$ cat src/sv/tccw_pkg.sv
// ----------------------------------------------------------------------------
// tccw_pkg
// Shared types and constants of the text console cell writer: field widths,
// action and sweep codes, controller states and the command/status bundles.
// ----------------------------------------------------------------------------
`default_nettype none

package tccw_pkg;

	localparam int ACTION_W   = 3;
	localparam int CHAR_W     = 8;
	localparam int ROW_SEL_W  = 5;
	localparam int COL_SEL_W  = 7;
	localparam int CELL_W     = 16;
	localparam int COLOUR_W   = 8;
	localparam int APB_AW     = 3;
	localparam int APB_DW     = 32;

	localparam logic [CHAR_W-1:0]   CH_BS    = 8'h08;
	localparam logic [CHAR_W-1:0]   CH_LF    = 8'h0A;
	localparam logic [CHAR_W-1:0]   CH_CR    = 8'h0D;
	localparam logic [CHAR_W-1:0]   CH_BLANK = 8'h20;

	localparam logic [COLOUR_W-1:0] TEXT_COLOUR_RST   = 8'h0F;
	localparam logic [COLOUR_W-1:0] STATUS_COLOUR_RST = 8'h1F;
	localparam logic [CELL_W-1:0]   RESET_CELL        = {TEXT_COLOUR_RST, CH_BLANK};

	typedef enum logic [ACTION_W-1:0] {
		ACT_PUT       = 3'd0,
		ACT_CLEAR     = 3'd1,
		ACT_CLEAR_ROW = 3'd2,
		ACT_WRITE_AT  = 3'd3,
		ACT_READ      = 3'd4
	} action_t;

	typedef enum logic [2:0] {
		SW_RESET_FILL,
		SW_CLEAR_ALL,
		SW_CLEAR_ROW,
		SW_SCROLL_COPY,
		SW_SCROLL_BLANK
	} sweep_kind_t;

	typedef enum logic [2:0] {
		NX_DONE,
		NX_READ,
		NX_SCROLL,
		NX_CLEAR_ALL,
		NX_CLEAR_ROW
	} exec_next_t;

	typedef enum logic [2:0] {
		ST_BOOT,
		ST_BOOT_FILL,
		ST_IDLE,
		ST_EXEC,
		ST_READ,
		ST_COPY,
		ST_FILL,
		ST_DONE
	} state_t;

	typedef struct packed {
		logic        load_item;
		logic        exec;
		logic        capture_cell;
		logic        sweep_start;
		sweep_kind_t sweep_kind;
		logic        sweep_step;
		logic        emit;
	} cmd_t;

	typedef struct packed {
		exec_next_t exec_next;
		logic       sweep_last;
	} status_t;

endpackage

`default_nettype wire

$ cat src/sv/tccw_regs.sv
// ----------------------------------------------------------------------------
// tccw_regs
// Configuration registers behind the APB port: text and status colours.
// ----------------------------------------------------------------------------
`default_nettype none

module tccw_regs (
	input  wire logic                          clk,
	input  wire logic                          arst_n,
	input  wire logic                          psel,
	input  wire logic                          penable,
	input  wire logic                          pwrite,
	input  wire logic [tccw_pkg::APB_AW-1:0]   paddr,
	input  wire logic [tccw_pkg::APB_DW-1:0]   pwdata,
	output logic      [tccw_pkg::APB_DW-1:0]   prdata,
	output logic                               pready,
	output logic      [tccw_pkg::COLOUR_W-1:0] text_colour,
	output logic      [tccw_pkg::COLOUR_W-1:0] status_colour
);
	import tccw_pkg::*;

	localparam logic REG_TEXT_COLOUR   = 1'b0;
	localparam logic REG_STATUS_COLOUR = 1'b1;

	logic                wr_en;
	logic                reg_idx;
	logic [COLOUR_W-1:0] text_colour_q;
	logic [COLOUR_W-1:0] status_colour_q;

	// Registers sit at byte addresses 0 and 4, so bit 2 picks one.
	assign reg_idx = paddr[2];
	assign wr_en   = psel && penable && pwrite;
	assign pready  = 1'b1;

	always_ff @(posedge clk or negedge arst_n) begin
		if (!arst_n) begin
			text_colour_q   <= TEXT_COLOUR_RST;
			status_colour_q <= STATUS_COLOUR_RST;
		end else if (wr_en) begin
			unique case (reg_idx)
				REG_TEXT_COLOUR:   text_colour_q   <= pwdata[COLOUR_W-1:0];
				REG_STATUS_COLOUR: status_colour_q <= pwdata[COLOUR_W-1:0];
				default: ;
			endcase
		end
	end

	always_comb begin
		prdata = '0;
		unique case (reg_idx)
			REG_TEXT_COLOUR:   prdata = APB_DW'(text_colour_q);
			REG_STATUS_COLOUR: prdata = APB_DW'(status_colour_q);
			default: ;
		endcase
	end

	assign text_colour   = text_colour_q;
	assign status_colour = status_colour_q;

endmodule

`default_nettype wire

$ cat config.mk
export PLATFORM = sky130hd
export DESIGN_NAME = tccw_regs
export DESIGN_NICKNAME = d
export VERILOG_FILES = /design/src/sv/tccw_pkg.sv /design/src/sv/tccw_regs.sv
export SDC_FILE = /design/constraint.sdc
export NUM_CORES = 1
export LEC_CHECK = 0
export ABC_AREA = 1
export BUFFER_PORTS_ARGS = -buffer_cell sky130_fd_sc_hd__buf_2
export CAP_MARGIN = 20
export CORE_ASPECT_RATIO = 1.2
export CORE_UTILIZATION = 41
export CTS_BUF_LIST = sky130_fd_sc_hd__clkbuf_4 sky130_fd_sc_hd__clkbuf_8
export CTS_CLUSTER_SIZE = 24
export DETAILED_ROUTE_END_ITERATION = 7
export PLACE_DENSITY = 0.84
export SYNTH_ARGS = -nofsm -noshare
export SYNTH_HDL_FRONTEND = slang
export SYNTH_SLANG_ARGS = --single-unit
export TNS_END_PERCENT = 10
$ cat constraint.sdc
create_clock -name clk -period 1.5 [get_ports clk]
set_input_delay 0.225 -clock clk [delete_from_list [all_inputs] [get_ports clk]]
set_output_delay 0.225 -clock clk [all_outputs]
set_load 0.02 [all_outputs]
==> qor.yml <==
postCtsHoldBufs: 1
path_class: "reg2out"
rr_worst_depth: 2
num_antenna_cells: 0
clock_skew_ns: 0
p_leak_nw: 0.674
antenna_found_initial: 0
numClockSinks: 16
min_period_over_period_pct: 90.7
syn_to_final_growth_pct: 15.9
drtIter0Drc: 8
slew_violations: 0
wl_um: 1970
grt_max_degree: 18
num_rows: 18
die_area_um2: 2540
cts_resized: 0
drtPass1Iterations: 4
path_max_fanout: 3
dp_slack_ns: 0.268
ys_top_cells_by_area: "dfstp_2 (25%), nand2_1 (22%), buf_4 (20%)"
yosysTopAreaCellShare_pct: 24.6
synthArstFlopShare_pct: 100
ys.flop_type: "dfstp_2"
viasPerCell: 4.46
track_usage_pct: 16.4
setup_viol: 0
fp.dieH_um: 55.0
whs_path_depth: 3
htreeDepth: 1
postRouteAntennaNets: 0
yosys.area_share.adder_pct: 0
place_area_um2: 1070
synth.cells.most_frequent: "nand2_1 (57), buf_4 (26), nand3_1 (16)"
syn-cell-area_um2: 961
gp_congestion: 0.722
dpl.cell_count: 187
powerDensity_nw_per_um2: 1260
synth_area_per_cell_um2: 7.69
drc: 0
dp_hpwl_um: 1470
multi_input_area_um2: 418
fin_area_um2: 1110
hold_ws_ns: 0.142
fin_nets: 203
cp_data_required_time_ns: 1.27
fill_cells: 209
postCtsSetupRepairBufs: 0
min_path_type: "in2reg"
synth_top_family_by_area: "simple AND/OR/NAND/NOR gates"
startpoint_type: "register"
core_um2: 2140
post_synth_mux_area_share_pct: 0
wl_per_cell_um: 10.3
worstSetupEndpointType: "primary output"
cts_max_path_buffers: 2
seq_area_frac_synth_pct: 42.8
io_pins: 89
regArea_um2: 412
insertion_delay_ns: 0.29
finalCriticalPeriod_ns: 1.36
cap_viol_max_count: 0
die_x_um: 46.2
synth_compound_area_share_pct: 0
layout-drive-gt1-share_pct: 34.0
tritoncts: "built"
syn_inst: 125
cp.arrival_ns: 1.13
yosysWarnings: 0
irDropWorstVdd_mv: 0.700
yosysTopAreaCell: "dfstp_2"
num_vias: 857
synth_edf_count: 0
cts_inserted_buffers: 3
cts_root_buf: "clkbuf_4"
ys_types: 11
fmax_mhz: 735
clk_pin_slew_ns: 0.10
portBuffers: 37
synth.most_common_cell: "nand2_1"
setup_ws_ns: 0.140
final.setup.tns_ns: 0
grt_pass1_vias: 659
synthSimpleGateAreaFrac_pct: 33.7
status: "finished, final reports clean"
overflow: 0
fin_cells: 192
synth_xor_area_share_pct: 0
rsz0062_at_grt: "no"
start_util_pct: 44.9
hold_violations: 0
ys_seq_elements: 16
grt_pass1_wl_um: 2870
-- critical path, cell delays in order, from the launching register on --
cell and delay, ns:
dfstp_2 0.55, nand2_1 0.06, nand2_1 0.07, buf_2 0.15
-- worst paths after layout --
kind                                         startpoint                      endpoint  slack, ns
setup / recovery             text_colour[3]$_DFFE_PN1P_                     prdata[3]       0.14
hold / removal                                pwdata[1]    text_colour[1]$_DFFE_PN1P_       0.14
setup reg to reg             text_colour[3]$_DFFE_PN1P_    text_colour[3]$_DFFE_PN1P_       0.76
hold reg to reg            status_colour[0]$_DFFE_PN1P_  status_colour[0]$_DFFE_PN1P_       0.47
max in group asynchronous                        arst_n  status_colour[0]$_DFFE_PN1P_       0.83
min in group asynchronous                        arst_n  status_colour[6]$_DFFE_PN0P_       0.37
-- routing by layer --
metal	vias to the layer above	share of wire, %	track usage [%]
met1	381	43	19.4
met5	-	0	0
li1	415	-	-
met4	0	2.2	10.3
met2	56	47	27.0
met3	5	7.7	2.92
-- layout make-up --
| class | count | share of cell area [%] |
|---|---|---|
| Inverter | 2 | 0.674 |
| Timing Repair Buffer | 39 | 18.2 |
| Tap cell | 30 | 3.37 |
| Multi-Input combinational cell | 101 | 37.5 |
| Clock buffer | 4 | 3.26 |
| Sequential cell | 16 | 37.0 |
-- through the flow --
stage / power (mW) / utilization, %
floorplan: 0.994 / -
global placement: 1.10 / 49.9
detailed placement: 1.12 / 49.9
CTS: 1.41 / 52.0
global route: 1.48 / 52.0
finish: 1.40 / 52.0
-- power by group --
group / total (mW) / internal (mW) / switching, mW
logic: 0.503 / 0.148 / 0.355
clock network: 0.293 / 0.148 / 0.145
registers: 0.605 / 0.546 / 0.0587
-- kinds of logic after synthesis --
kind of cell	count (synthesis)
other	2
DFF	16
buffers and inverters	31
and+or+nand+nor	76
-- cell usage in the layout (no fill, tap or decap) --
master,Yosys,final
nand2_1,57,57
buf_2,3,37
conb_1,2,25
nand3_1,16,16
dfstp_2,9,9
dfrtp_1,7,7
clkbuf_4,0,3
inv_2,2,2
nand4_2,1,1
nor2_4,1,1
nand4_1,1,1
clkbuf_8,0,1
dlygate4sd3_1,0,1
buf_4,26,1
-- registers in the layout (all words and copies together) (netlist names) --
name / flops
text_colour: 8
status_colour: 8
Note: power is estimated with default switching activity, not from simulation.
