## config.mk

```make
export PLATFORM = sky130hd
export DESIGN_NAME = tccw_ctrl
export DESIGN_NICKNAME = d
export VERILOG_FILES = /design/src/sv/tccw_pkg.sv /design/src/sv/tccw_ctrl.sv
export SDC_FILE = /design/constraint.sdc
export NUM_CORES = 1
export LEC_CHECK = 0
export ABC_AREA = 1
export BUFFER_PORTS_ARGS = -buffer_cell sky130_fd_sc_hd__buf_4
export CAP_MARGIN = 20
export CORE_AREA = 5 5 42 44
export DETAILED_ROUTE_END_ITERATION = 8
export DIE_AREA = 0 0 47 49
export MAX_ROUTING_LAYER = met4
export SYNTH_ARGS = -nofsm -noshare
export SYNTH_HDL_FRONTEND = slang
export SYNTH_SLANG_ARGS = --single-unit
```

## constraint.sdc

```tcl
create_clock -name clk -period 1.3 [get_ports clk]
set_input_delay 0.065 -clock clk [delete_from_list [all_inputs] [get_ports clk]]
set_output_delay 0.065 -clock clk [all_outputs]
set_load 0.02 [all_outputs]
```

## src/sv/tccw_pkg.sv

```systemverilog
// ----------------------------------------------------------------------------
// tccw_pkg
// Shared types and constants of the text console cell writer: field widths,
// action and sweep codes, controller states and the command/status bundles.
// ----------------------------------------------------------------------------
`default_nettype none

package tccw_pkg;

	localparam int ACTION_W   = 3;
	localparam int CHAR_W     = 8;
	localparam int ROW_SEL_W  = 5;
	localparam int COL_SEL_W  = 7;
	localparam int CELL_W     = 16;
	localparam int COLOUR_W   = 8;
	localparam int APB_AW     = 3;
	localparam int APB_DW     = 32;

	localparam logic [CHAR_W-1:0]   CH_BS    = 8'h08;
	localparam logic [CHAR_W-1:0]   CH_LF    = 8'h0A;
	localparam logic [CHAR_W-1:0]   CH_CR    = 8'h0D;
	localparam logic [CHAR_W-1:0]   CH_BLANK = 8'h20;

	localparam logic [COLOUR_W-1:0] TEXT_COLOUR_RST   = 8'h0F;
	localparam logic [COLOUR_W-1:0] STATUS_COLOUR_RST = 8'h1F;
	localparam logic [CELL_W-1:0]   RESET_CELL        = {TEXT_COLOUR_RST, CH_BLANK};

	typedef enum logic [ACTION_W-1:0] {
		ACT_PUT       = 3'd0,
		ACT_CLEAR     = 3'd1,
		ACT_CLEAR_ROW = 3'd2,
		ACT_WRITE_AT  = 3'd3,
		ACT_READ      = 3'd4
	} action_t;

	typedef enum logic [2:0] {
		SW_RESET_FILL,
		SW_CLEAR_ALL,
		SW_CLEAR_ROW,
		SW_SCROLL_COPY,
		SW_SCROLL_BLANK
	} sweep_kind_t;

	typedef enum logic [2:0] {
		NX_DONE,
		NX_READ,
		NX_SCROLL,
		NX_CLEAR_ALL,
		NX_CLEAR_ROW
	} exec_next_t;

	typedef enum logic [2:0] {
		ST_BOOT,
		ST_BOOT_FILL,
		ST_IDLE,
		ST_EXEC,
		ST_READ,
		ST_COPY,
		ST_FILL,
		ST_DONE
	} state_t;

	typedef struct packed {
		logic        load_item;
		logic        exec;
		logic        capture_cell;
		logic        sweep_start;
		sweep_kind_t sweep_kind;
		logic        sweep_step;
		logic        emit;
	} cmd_t;

	typedef struct packed {
		exec_next_t exec_next;
		logic       sweep_last;
	} status_t;

endpackage

`default_nettype wire

```

## src/sv/tccw_ctrl.sv

```systemverilog
// ----------------------------------------------------------------------------
// tccw_ctrl
// Controller of the console: sequences the reset clear, one request's
// execution, memory sweeps for clears and scrolling, and the result handoff.
// ----------------------------------------------------------------------------
`default_nettype none

module tccw_ctrl (
	input  wire logic              clk,
	input  wire logic              arst_n,
	input  wire logic              in_valid,
	output logic                   in_stall,
	output logic                   out_valid,
	input  wire logic              out_stall,
	input  wire tccw_pkg::status_t st,
	output tccw_pkg::cmd_t         cmd
);
	import tccw_pkg::*;

	state_t state_q;
	state_t state_d;
	logic   out_valid_q;
	logic   slot_free;

	assign slot_free = !out_valid_q || !out_stall;

	always_ff @(posedge clk or negedge arst_n) begin
		if (!arst_n) begin
			state_q <= ST_BOOT;
		end else begin
			state_q <= state_d;
		end
	end

	always_comb begin
		state_d  = state_q;
		cmd      = '0;
		in_stall = 1'b1;
		unique case (state_q)
			ST_BOOT: begin
				cmd.sweep_start = 1'b1;
				cmd.sweep_kind  = SW_RESET_FILL;
				state_d         = ST_BOOT_FILL;
			end
			ST_BOOT_FILL: begin
				cmd.sweep_step = 1'b1;
				if (st.sweep_last) begin
					state_d = ST_IDLE;
				end
			end
			ST_IDLE: begin
				in_stall = 1'b0;
				if (in_valid) begin
					cmd.load_item = 1'b1;
					state_d       = ST_EXEC;
				end
			end
			ST_EXEC: begin
				cmd.exec = 1'b1;
				unique case (st.exec_next)
					NX_DONE: state_d = ST_DONE;
					NX_READ: state_d = ST_READ;
					NX_SCROLL: begin
						cmd.sweep_start = 1'b1;
						cmd.sweep_kind  = SW_SCROLL_COPY;
						state_d         = ST_COPY;
					end
					NX_CLEAR_ALL: begin
						cmd.sweep_start = 1'b1;
						cmd.sweep_kind  = SW_CLEAR_ALL;
						state_d         = ST_FILL;
					end
					NX_CLEAR_ROW: begin
						cmd.sweep_start = 1'b1;
						cmd.sweep_kind  = SW_CLEAR_ROW;
						state_d         = ST_FILL;
					end
					default: state_d = ST_DONE;
				endcase
			end
			ST_READ: begin
				cmd.capture_cell = 1'b1;
				state_d          = ST_DONE;
			end
			ST_COPY: begin
				cmd.sweep_step = 1'b1;
				// The blanking of the last text row follows the copy directly.
				if (st.sweep_last) begin
					cmd.sweep_start = 1'b1;
					cmd.sweep_kind  = SW_SCROLL_BLANK;
					state_d         = ST_FILL;
				end
			end
			ST_FILL: begin
				cmd.sweep_step = 1'b1;
				if (st.sweep_last) begin
					state_d = ST_DONE;
				end
			end
			ST_DONE: begin
				if (slot_free) begin
					cmd.emit = 1'b1;
					in_stall = 1'b0;
					if (in_valid) begin
						cmd.load_item = 1'b1;
						state_d       = ST_EXEC;
					end else begin
						state_d = ST_IDLE;
					end
				end
			end
			default: state_d = ST_BOOT;
		endcase
	end

	always_ff @(posedge clk or negedge arst_n) begin
		if (!arst_n) begin
			out_valid_q <= 1'b0;
		end else if (cmd.emit) begin
			out_valid_q <= 1'b1;
		end else if (!out_stall) begin
			out_valid_q <= 1'b0;
		end
	end

	assign out_valid = out_valid_q;

	a_accept_to_exec: assert property (@(posedge clk) disable iff (!arst_n)
		(in_valid && !in_stall) |=> (state_q == ST_EXEC))
		else $error("accepted request did not enter execution");

	a_no_accept_in_sweep: assert property (@(posedge clk) disable iff (!arst_n)
		(state_q == ST_FILL || state_q == ST_COPY || state_q == ST_BOOT_FILL)
		|-> (in_stall && !cmd.emit))
		else $error("request taken or result given during a memory sweep");

endmodule

`default_nettype wire

```

==> results by group <==
Outcome
  • Status: complete, but fails checks
  • Failing checks: setup timing

Clock tree
  • Maximum clock path buffer count: 2
  • Clk slew on worst S/H paths: around 40 ps
  • TritonCTS clock tree: built
  • CTS sink count: 4
  • # H-tree levels: 1
  • Clk_lat worst skew: ~230 ps
  • CTS root buf: clkbuf_4
  • Clock buffer count from CTS: 3

Routing
  • DRC: 0
  • Wirelength, routed: between 1 and 1.5 mm
  • Via count: a little over 500
  • Initial DRT Pass Iterations: 4
  • Vias per inst: around 4.6
  • Post-route ant nets: 0
  • Wire per inst: about 11 µm
  • Initial drt markers: 15

Critical path
  • R2R Setup Slk: approximately 90 ps
  • Critical Path Source Type: flip-flop
  • Critical Path Fanout Max: 5
  • Reg2reg start: state_q[1]
  • Critical Path AT: ~1300 ps
  • CP Class: flip-flop to output pin
  • Critical-path cell list: nand2_4 -> nor2_4 -> nand2_2 -> inv_2 -> a31oi_4 -> nor2_1 -> buf_4
  • Required time of the critical path: roughly 1200 ps
  • Crit end category: output pin
  • Slowest stage delay, CP: around 450 ps
  • R2R depth: 8
  • R2r endpoint: state_q[0]
  • Crit path max-delay cell type: dfrtp_2

STA
  • Final setup fails: 4
  • Final Cycle Share: 1.04
  • Post-layout min period: between 1000 and 1500 ps
  • Worst-Margin Slew: between 150 and 200 ps
  • RSZ-0062 raised after global routing: true
  • Pins Over Slew Limit: 0
  • Clock Skew: ~6 ps
  • Final hold vios: 0
  • Setup WS post-layout: -58.5 ps
  • FMAX: around 740 MHz
  • Slew Limit Headroom: 0.866

Power
  • Total power: roughly 1.9 mW
  • P_leak: roughly 0.40 nW
  • Worst vdd ir: 0.865 mV
  • Pwr dens: roughly 2700 nW/µm²

Die
  • DIE WIDTH: 47 µm
  • Die area: about 2300 µm²
  • # IOs: 19
  • Die Y: 49 µm
  • Rows: 14
  • Core area: ~1400 µm²
  • Starting Density: 0.279

Logic synthesis
  • Synthesized net count: 72
  • Sequential share of the synthesized area: 0.256
  • Synthesized instance count: 64
  • Synth Warn #: 0
  • Syn avg cell area: 6.12 µm²
  • Mapped Area: 392 µm²
  • Synth Register Bits: 4
  • Post-synth cell types: 18

Placed design
  • Gpl congestion: ~0.76
  • Place WS: about 70 ps
  • Final HPWL DP: slightly below 900 µm
  • Buffers on Ports: 18

Global route
  • Initial antenna violation count: 0
  • GRT Residual Overflow: 0
  • Vias in the first global route: 583
  • Largest net degree at the start of global routing: 6
  • First-pass GRT wire length: approximately 2.2 mm
  • GR Util All Layers: 0.133

Layout
  • Inserted Diodes: 0
  • Fillers: around 150
  • Layout cells sized above 1: 0.553
  • Area growth from synthesis to layout: 80.5%
  • Most common cell after layout, fill and taps aside: buf_4
  • Fin nets: 104
  • Commonest cells after routing, fill and taps aside: buf_4 (23), nand2_1 (14), inv_1 (10), nor2_1 (5)

Worst hold path
  • Startpoint of the worst hold path: out_stall
  • Hold Path End: out_valid
  • Hold depth: 3
  • Hold Path Class: input port to flip-flop

Job
  • Max cap viols: 0
[layout make-up]
cell class	count	area [µm²]	area share
Clock buffer	3	22.5	0.0319
Inverter	15	61.3	0.0867
Multi-Input combinational cell	45	283	0.400
Sequential cell	4	104	0.147
Tap cell	16	20.0	0.0283
Timing Repair Buffer	27	216	0.306
[where the power goes]
part           internal, mW  total (mW)  switching [mW]
Combinational         0.634        1.42           0.787
Clock                 0.103       0.152          0.0491
Sequential            0.198       0.307           0.109
[synthesized netlist by cell type, drive strengths merged]
cell     n  area share
nor2     9        0.13
a31o     1       0.022
dfrtp    4        0.26
o21ai    5       0.064
a31oi    1       0.016
nand3    5       0.077
a21oi    1       0.013
nand4    2       0.032
nand2   19        0.20
inv     15        0.14
a211oi   1       0.032
nor3     1       0.013
[worst max-delay path, delay by kind of cell, from the launching register on]
kind	cells	cell delay, ps
DFF	1	450
and+or+nand+nor	4	270
buffers and inverters	2	190
AOI/OAI and AO/OA	1	140
[state kept, by name, indices dropped and copies added, names as in the netlist]
name	count
out_valid	1
state_q	3
[how the worst max path moves through the flow]
stage | from | endpoint | slack, ps
after global routing | state_q[2] | cmd[8] | -110
after detailed placement | state_q[2] | cmd[8] | 70
final | state_q[0] | cmd[8] | -60
after floorplan | state_q[2] | cmd[8] | -50
after CTS | state_q[0] | cmd[8] | -60
after global placement | state_q[2] | cmd[8] | 60
[layer usage]
layer / track usage / routed length (µm) / share of wire
met5: - / 0 / 0
met4: 0.106 / 0 / 0
met3: 0.0258 / 58 / 0.047
met2: 0.219 / 732 / 0.59
met1: 0.126 / 450 / 0.36
[cells by family (layout without fill, tap and decap cells)]
family,after synthesis,count (layout),synth area share
buf+inv,15,45,0.144
compound gates,9,9,0.147
flops,4,4,0.256
simple gates,36,36,0.454
[metrics by stage]
stage               utilization  TNS, ps  instance area (µm²)  hold WS (ps)  std cells
finish                    0.504     -105                  707           106        110
detailed placement        0.404        0                  566          -138         99
global placement          0.404        0                  566          -138         99
CTS                       0.486     -158                  681          86.8        109
global route              0.504     -444                  707           123        110
floorplan                     -    -54.0                  403          -231         64
[what timing repair did]
action | 4_1_cts | 5_1_grt
setup buffers | 6 | 1
gates resized for setup | 11 | 6
endpoints found under the hold margin | 4 | 0
pin swaps | 2 | 6
hold buffers | 1 | 0
endpoints found under the setup margin | 6 | 9
Note: power is estimated with default switching activity, not from simulation.
